**src/rtl/core/spq_pkg.sv**
```systemverilog
`timescale 1ns / 1ps
// ----------------------------------------------------------------------------
// spq_pkg: shared types and constants of the sorted priority queue.
// Item layouts, request modes, result status codes and the controller's
// command to the datapath.
// ----------------------------------------------------------------------------
package spq_pkg;

  // Default number of entries held by the queue.
  localparam int unsigned QUEUE_DEPTH_DEF = 16;

  // Widths fixed by the item layouts.
  localparam int unsigned VALUE_W  = 32;
  localparam int unsigned COUNT_W  = 5;
  localparam int unsigned STATUS_W = 2;

  // Request modes.
  typedef enum logic [1:0] {
    MODE_INSERT = 2'd0,
    MODE_PEEK   = 2'd1,
    MODE_REMOVE = 2'd2,
    MODE_CLEAR  = 2'd3
  } mode_t;

  // Result status codes.
  localparam logic [STATUS_W-1:0] STATUS_OK    = 2'd0;
  localparam logic [STATUS_W-1:0] STATUS_EMPTY = 2'd1;
  localparam logic [STATUS_W-1:0] STATUS_FULL  = 2'd2;

  // One request item.
  typedef struct packed {
    logic [1:0]                mode;
    logic signed [VALUE_W-1:0] value;
  } in_item_t;

  // One result item.
  typedef struct packed {
    logic signed [VALUE_W-1:0] head_value;
    logic signed [VALUE_W-1:0] removed_value;
    logic [COUNT_W-1:0]        entry_count;
    logic [STATUS_W-1:0]       status;
  } out_item_t;

  // Command from the controller to the datapath.
  typedef struct packed {
    logic  exec;
    mode_t op;
  } cmd_t;

endpackage

```
**src/rtl/core/spq_ctrl.sv**
```systemverilog
`timescale 1ns / 1ps
// ----------------------------------------------------------------------------
// spq_ctrl: request controller.
// Tracks whether a result item is held in the output register, decides when
// a request item is taken and tells the datapath to execute it.
// ----------------------------------------------------------------------------
module spq_ctrl (
  input  logic          clk,
  input  logic          rst_n,
  input  logic          in_valid,
  input  logic [1:0]    in_mode,
  output logic          in_stall,
  output logic          out_valid,
  input  logic          out_stall,
  output spq_pkg::cmd_t cmd
);

  typedef enum logic [1:0] {
    S_EMPTY = 2'b01,
    S_HOLD  = 2'b10
  } state_t;

  state_t state_r;
  state_t state_nxt;
  logic   accept;

  // A new item may enter whenever the output register is free or is emptied
  // in the same cycle.
  assign in_stall  = (state_r == S_HOLD) && out_stall;
  assign accept    = in_valid && !in_stall;
  assign out_valid = (state_r == S_HOLD);

  assign cmd.exec = accept;
  assign cmd.op   = spq_pkg::mode_t'(in_mode);

  // Next state.
  always_comb begin
    state_nxt = state_r;
    unique case (state_r)
      S_EMPTY: begin
        if (accept) begin
          state_nxt = S_HOLD;
        end
      end
      S_HOLD: begin
        if (accept) begin
          state_nxt = S_HOLD;
        end else if (!out_stall) begin
          state_nxt = S_EMPTY;
        end
      end
      default: begin
        state_nxt = S_EMPTY;
      end
    endcase
  end

  always_ff @(posedge clk) begin
    if (!rst_n) begin
      state_r <= S_EMPTY;
    end else begin
      state_r <= state_nxt;
    end
  end

endmodule

```
**src/rtl/core/spq_dpath.sv**
```systemverilog
`timescale 1ns / 1ps
// ----------------------------------------------------------------------------
// spq_dpath: queue storage and result datapath.
// A row of compare-and-shift cells keeps the entries in descending order,
// with the fill count and the registered result item alongside.
// ----------------------------------------------------------------------------
module spq_dpath #(
  parameter int unsigned QUEUE_DEPTH = spq_pkg::QUEUE_DEPTH_DEF
) (
  input  logic                                   clk,
  input  logic                                   rst_n,
  input  spq_pkg::cmd_t                          cmd,
  input  logic signed [spq_pkg::VALUE_W-1:0]     in_value,
  output spq_pkg::out_item_t                     out_item
);

  localparam int unsigned CNT_W = $clog2(QUEUE_DEPTH + 1);
  localparam int unsigned IDX_W = $clog2(QUEUE_DEPTH);

  logic signed [spq_pkg::VALUE_W-1:0] entries_r   [QUEUE_DEPTH];
  logic signed [spq_pkg::VALUE_W-1:0] entries_nxt [QUEUE_DEPTH];
  logic [QUEUE_DEPTH-1:0]             take;
  logic [CNT_W-1:0]                   count_r;
  logic [CNT_W-1:0]                   count_nxt;
  logic [CNT_W-1:0]                   count_m1;
  logic [CNT_W+spq_pkg::COUNT_W-1:0]  count_ext;
  logic [IDX_W-1:0]                   tail_idx;
  logic                               full;
  logic                               empty;
  logic                               ins_go;
  spq_pkg::out_item_t                 out_r;
  spq_pkg::out_item_t                 out_nxt;

  assign full     = (count_r == CNT_W'(QUEUE_DEPTH));
  assign empty    = (count_r == '0);
  assign ins_go   = cmd.exec && (cmd.op == spq_pkg::MODE_INSERT) && !full;
  assign count_m1 = count_r - CNT_W'(1);
  assign tail_idx = count_m1[IDX_W-1:0];

  // Each cell decides whether the new value belongs at or above it. Slots past
  // the fill count always take, so the take pattern runs false then true.
  for (genvar i = 0; i < QUEUE_DEPTH; i++) begin : g_cell
    assign take[i] = (CNT_W'(i) < count_r) ? (in_value >= entries_r[i]) : 1'b1;

    if (i == 0) begin : g_head
      always_comb begin
        entries_nxt[i] = entries_r[i];
        if (ins_go && take[i]) begin
          entries_nxt[i] = in_value;
        end
      end
    end else begin : g_body
      // The first taking cell loads the value; the ones below shift down.
      always_comb begin
        entries_nxt[i] = entries_r[i];
        if (ins_go && take[i]) begin
          entries_nxt[i] = take[i-1] ? entries_r[i-1] : in_value;
        end
      end
    end

    always_ff @(posedge clk) begin
      entries_r[i] <= entries_nxt[i];
    end
  end

  // Fill count and result item.
  always_comb begin
    count_nxt             = count_r;
    out_nxt.removed_value = '0;
    out_nxt.status        = spq_pkg::STATUS_OK;
    unique case (cmd.op)
      spq_pkg::MODE_INSERT: begin
        if (full) begin
          out_nxt.status = spq_pkg::STATUS_FULL;
        end else begin
          count_nxt = count_r + CNT_W'(1);
        end
      end
      spq_pkg::MODE_PEEK: begin
        if (empty) begin
          out_nxt.status = spq_pkg::STATUS_EMPTY;
        end
      end
      spq_pkg::MODE_REMOVE: begin
        if (empty) begin
          out_nxt.status = spq_pkg::STATUS_EMPTY;
        end else begin
          out_nxt.removed_value = entries_r[tail_idx];
          count_nxt             = count_m1;
        end
      end
      spq_pkg::MODE_CLEAR: begin
        count_nxt = '0;
      end
      default: begin
        count_nxt = count_r;
      end
    endcase
    count_ext           = {{spq_pkg::COUNT_W{1'b0}}, count_nxt};
    out_nxt.entry_count = count_ext[spq_pkg::COUNT_W-1:0];
    out_nxt.head_value  = (count_nxt != '0) ? entries_nxt[0] : '0;
  end

  always_ff @(posedge clk) begin
    if (!rst_n) begin
      count_r <= '0;
    end else if (cmd.exec) begin
      count_r <= count_nxt;
    end
  end

  // The result register needs no reset; its valid lives in the controller.
  always_ff @(posedge clk) begin
    if (cmd.exec) begin
      out_r <= out_nxt;
    end
  end

  assign out_item = out_r;

endmodule

```
**src/rtl/core/sorted_priority_queue.sv**
```systemverilog
`timescale 1ns / 1ps
// ----------------------------------------------------------------------------
// sorted_priority_queue: bounded priority queue in descending order.
// Insert, peek head, remove tail and clear requests, one result per request.
// ----------------------------------------------------------------------------
// The queue holds up to QUEUE_DEPTH signed 32-bit values, largest at the head.
// Every request item gives exactly one result item, registered in the cycle
// after the request is taken; with the output side not stalling, a request is
// taken every cycle. That rate is set by the row of compare-and-shift cells,
// which finds the insertion place and shifts the lower entries combinationally,
// and by the output register, which frees the input side as the result leaves.
// Inserting into a full queue, or peeking or removing from an empty one,
// reports an error status and leaves the contents unchanged. No clearing pass
// is needed after reset.
module sorted_priority_queue #(
  parameter int unsigned QUEUE_DEPTH = spq_pkg::QUEUE_DEPTH_DEF
) (
  input  logic               clk,
  input  logic               rst_n,
  input  logic               in_valid,
  output logic               in_stall,
  input  spq_pkg::in_item_t  in_data,
  output logic               out_valid,
  input  logic               out_stall,
  output spq_pkg::out_item_t out_data
);

  spq_pkg::cmd_t cmd;

  // Handshake control.
  spq_ctrl u_ctrl (
    .clk       (clk),
    .rst_n     (rst_n),
    .in_valid  (in_valid),
    .in_mode   (in_data.mode),
    .in_stall  (in_stall),
    .out_valid (out_valid),
    .out_stall (out_stall),
    .cmd       (cmd)
  );

  // Storage and result datapath.
  spq_dpath #(
    .QUEUE_DEPTH (QUEUE_DEPTH)
  ) u_dpath (
    .clk      (clk),
    .rst_n    (rst_n),
    .cmd      (cmd),
    .in_value (in_data.value),
    .out_item (out_data)
  );

endmodule
```
**config.mk**
```make
export PLATFORM = sky130hd
export DESIGN_NAME = sorted_priority_queue
export DESIGN_NICKNAME = d
export VERILOG_FILES = /design/src/rtl/core/spq_pkg.sv /design/src/rtl/core/spq_ctrl.sv /design/src/rtl/core/spq_dpath.sv /design/src/rtl/core/sorted_priority_queue.sv
export SDC_FILE = /design/constraint.sdc
export NUM_CORES = 2
export LEC_CHECK = 0
export BUFFER_PORTS_ARGS = -buffer_cell sky130_fd_sc_hd__buf_2
export CORE_AREA = 4 4 275 277
export CTS_CLUSTER_DIAMETER = 150
export CTS_CLUSTER_SIZE = 12
export DETAILED_ROUTE_END_ITERATION = 16
export DIE_AREA = 0 0 279 281
export PLACE_DENSITY = 0.78
export SLEW_MARGIN = 20
export SYNTH_ARGS = -nofsm -noshare
export SYNTH_HDL_FRONTEND = slang
export SYNTH_SLANG_ARGS = --single-unit
```
**constraint.sdc**
```tcl
create_clock -name clk -period 5.49 [get_ports clk]
set_clock_uncertainty 0.15 [all_clocks]
set_input_delay 0.2745 -clock clk [delete_from_list [all_inputs] [get_ports clk]]
set_output_delay 0.2745 -clock clk [all_outputs]
set_load 0.1 [all_outputs]
```
==> impl_results.md <==
- Status: completed
- Clk Latency, worst-skew pair: 0.63 ns
- Avg Cell Area, Syn: 12.2 um2
- Antenna Violating Nets Remaining: 0
- CP startpoint kind: input port
- Required time worst endpoint: 5.60 ns
- Post-Route WL: 107,000 um
- Num CTS Buffers: 55
- Initial Util: 58.0%
- Top cells by area, synth: edfxtp_1 39%, ha_1 15%, mux2_2 9.2%, mux4_2 8.5%, inv_1 4.8%
- Hold/Removal Path Class: input port to register
- Slowest stage delay, CP: 0.94 ns
- Clock sink total: 590
- 1st-iter DRT viols: 2,198
- Pwr Density: 292 mW/mm2
- Data arrival, critical path: 4.37 ns
- IO buf count: 110
- Hold Crit Depth: 2
- R2R depth: 10
- Hold path startpoint: in_data[7]
- Commonest non-fill, non-tap cell in the layout: edfxtp_1
- Yosys top cell area share: 39.2%
- DP HPWL: 81,800 um
- Syn_nets: 4,027
- CP delay by family, top: buffers and inverters
- Crit share post-route: 77.7%
- YS warnings: 0
- CTS H-tree depth: 2
- Layout Nets: 4,146
- Yosys cell types: 80
- Post-synthesis cell area: 0.0423 mm2
- RSZ-0062 raised after global routing: false
- CTS root buffer: clkbuf_16
- Row Count: 99
- Ports: 111
- Final cell count without fillers: 4,592
- CTS clk-pin slew, worst paths: 0.06 ns
- Cell taking the most area after synthesis: edfxtp_1
- Gp weighted congestion: 0.897
- Share of cells above drive strength 1: 22.7%
- Ant. Diodes: 0
- Die W: 279 um
- Buffers inserted by post-CTS timing repair: 0
- Largest net degree at the start of global routing: 87
- Fraction of registers with async set/reset: 0%
- Most used DFF post-synth: edfxtp_1
- First-pass GRT wire length: 164,000 um
- Most frequent cells in the layout: 551 x edfxtp_1, 538 x inv_1, 520 x ha_1, 347 x mux2_2, 215 x a21oi_1
- Vias in the first global route: 28,800
- DR vias: 28,700
- Max-cap viol count: 0
- Hold Crit Endpoint: u_dpath.entries_r[14][7]$_DFFE_PP_
- P_leak: 19.6 nW
- Critical Path Stages: 12
- WL per Instance: 23.3 um
- Clock Path Buffers: 3
- Critical path capture point type: register
- CORE AREA: 0.0728 mm2
- Cells after Synth: 3,468
- Remaining Overflow, GRT: 0
- Final Hold Fails: 0
- Top cell by count, worst path: buf_4
- TritonCTS clock tree: yes
- Worst path bufs/invs: 5
- Fill count: 5,553
- Total Routing Usage GR: 26.9%
- Vias per Instance: 6.26
- WS Path Type: input port to register
- Placed insts: 4,483
- Measured slew at the worst slew-check pin: 1.05 ns
- Final slew viol count: 0
- Slowest cell on crit path: nor4_1
- Floorplan die height: 281 um
- Area Growth Syn to Fin: 8.18%
- Crit Path Max Fanout: 32
- Seq cells post-synth: 590
- Drt first pass iters: 5
- Final setup fails: 0
- FF-to-FF Start: u_dpath.entries_r[14][27]$_DFFE_PP_
- FMAX: 235 MHz
- Setup_tns: 0 ns
- FF-to-FF setup slack: 1.51 ns
- VDD IR max: 239 uV
- Rel. slew slack: 29.3%
- Sequential fraction of the synthesis area: 41.0%
- Initial antenna violation count: 4
- Worst r2r dst: u_dpath.entries_r[14][4]$_DFFE_PP_
- Drt drc: 0
- Min Tclk post-route: 4.26 ns
- Worst-path cell chain: dlygate4sd3_1 > buf_2 > buf_4 > ha_1 > nand4_1 > nor4_1 > o311a_1 > o31ai_1 > nand3b_1 > buf_4 > and2_1 > buf_4
- Post-synth EDFFs: 551
- Die area: 0.0784 mm2
-- power breakdown --
group	internal, mW	switching, mW
Clock	1.92	1.74
Combinational	1.59	2.33
Sequential	5.43	0.336
-- cell type report --
cell class                 instances  area (um2)  share of cell area [%]
tap                              959        1200                    2.62
multi-input combinational       2203       22300                    48.8
clock inverter                     3        36.3                  0.0794
timing repair buffer             199        1270                    2.78
inverter                         538        2020                    4.42
sequential                       590       17300                    37.9
clock buffer                     100        1570                    3.43
-- registers in the layout (all words and copies together) (netlist names) --
register           flops
u_dpath.entries_r    512
u_dpath.out_item      71
u_dpath.count_r        5
u_ctrl.state_r         2
-- timing repair --
action                    4_1_cts  5_1_grt
hold endpoints to repair       11        0
resized for setup               0        0
hold buffers                    6        0
-- worst register-to-register path, stage by stage, from the launching register on --
cell and delay (ns):
edfxtp_1 0.39, inv_1 0.06, ha_1 0.31, nand4_1 0.28
nor4_1 0.94, o311a_1 0.39, o31ai_1 0.08, nand3b_1 0.14
buf_4 0.29, and2_1 0.17, buf_4 0.41
-- Yosys cell counts, drive strengths merged, types with 5 or more instances --
library cell  number
a21o              71
a21oi            217
a221oi             7
a31oi              9
and2              14
and4               6
buf               76
clkbuf            61
dfxtp             39
edfxtp           551
ha               521
inv              538
mux2             514
mux2i             36
mux4             160
nand2            141
nand2b             6
nand3             36
nand3b             6
nand4            110
nor2              33
nor2b             70
nor3              20
nor4              29
o211ai            30
o21ai             59
o221ai             7
o311a              9
o31a              10
o31ai             11
or3                7
or4                5
-- cell families (layout without fill, tap and decap cells) --
logic type	count (synthesis)	in the layout	synth area share, %
flops	590	590	41.0
mux	710	710	23.4
fa+ha+maj	521	521	15.4
compound gates	472	472	7.12
xor+xnor	2	2	0.0415
simple gates	498	498	6.47
buf+inv	675	840	6.55
-- worst max path at each step --
stage | startpoint | end | slack (ns)
floorplan | u_ctrl.state_r[0]$_SDFFE_PN1P_ | u_dpath.entries_r[4][0]$_DFFE_PP_ | -0.54
global placement | in_data[25] | u_dpath.entries_r[14][27]$_DFFE_PP_ | 1.16
detailed placement | in_data[25] | u_dpath.entries_r[14][27]$_DFFE_PP_ | 1.12
CTS | in_data[25] | u_dpath.entries_r[14][4]$_DFFE_PP_ | 1.26
global route | in_data[25] | u_dpath.entries_r[14][2]$_DFFE_PP_ | 1.11
finish | in_data[25] | u_dpath.entries_r[14][4]$_DFFE_PP_ | 1.23
-- layer usage --
layer | GRT usage, % | vias up | wire (um)
met5 | 0 | - | 13
met4 | 9.64 | 2 | 4140
met3 | 3.35 | 198 | 6570
met2 | 46.4 | 930 | 52200
met1 | 35.1 | 14300 | 43900
li1 | - | 13300 | -
-- through the flow --
stage                     power, mW  area (um2)  util, %  worst slack (ns)  hold WS (ns)
after floorplan                8.71       42300        -            -0.540         0.203
after global placement         9.63       44100     60.5              1.16         0.398
after detailed placement       9.74       44100     60.5              1.12         0.401
after CTS                      13.4       45700     62.8              1.26       0.00409
after global routing           13.9       45700     62.8              1.11        0.0313
final                          13.3       45700     62.8              1.23        0.0443
No activity file was read; power rests on OpenSTA's default activity.
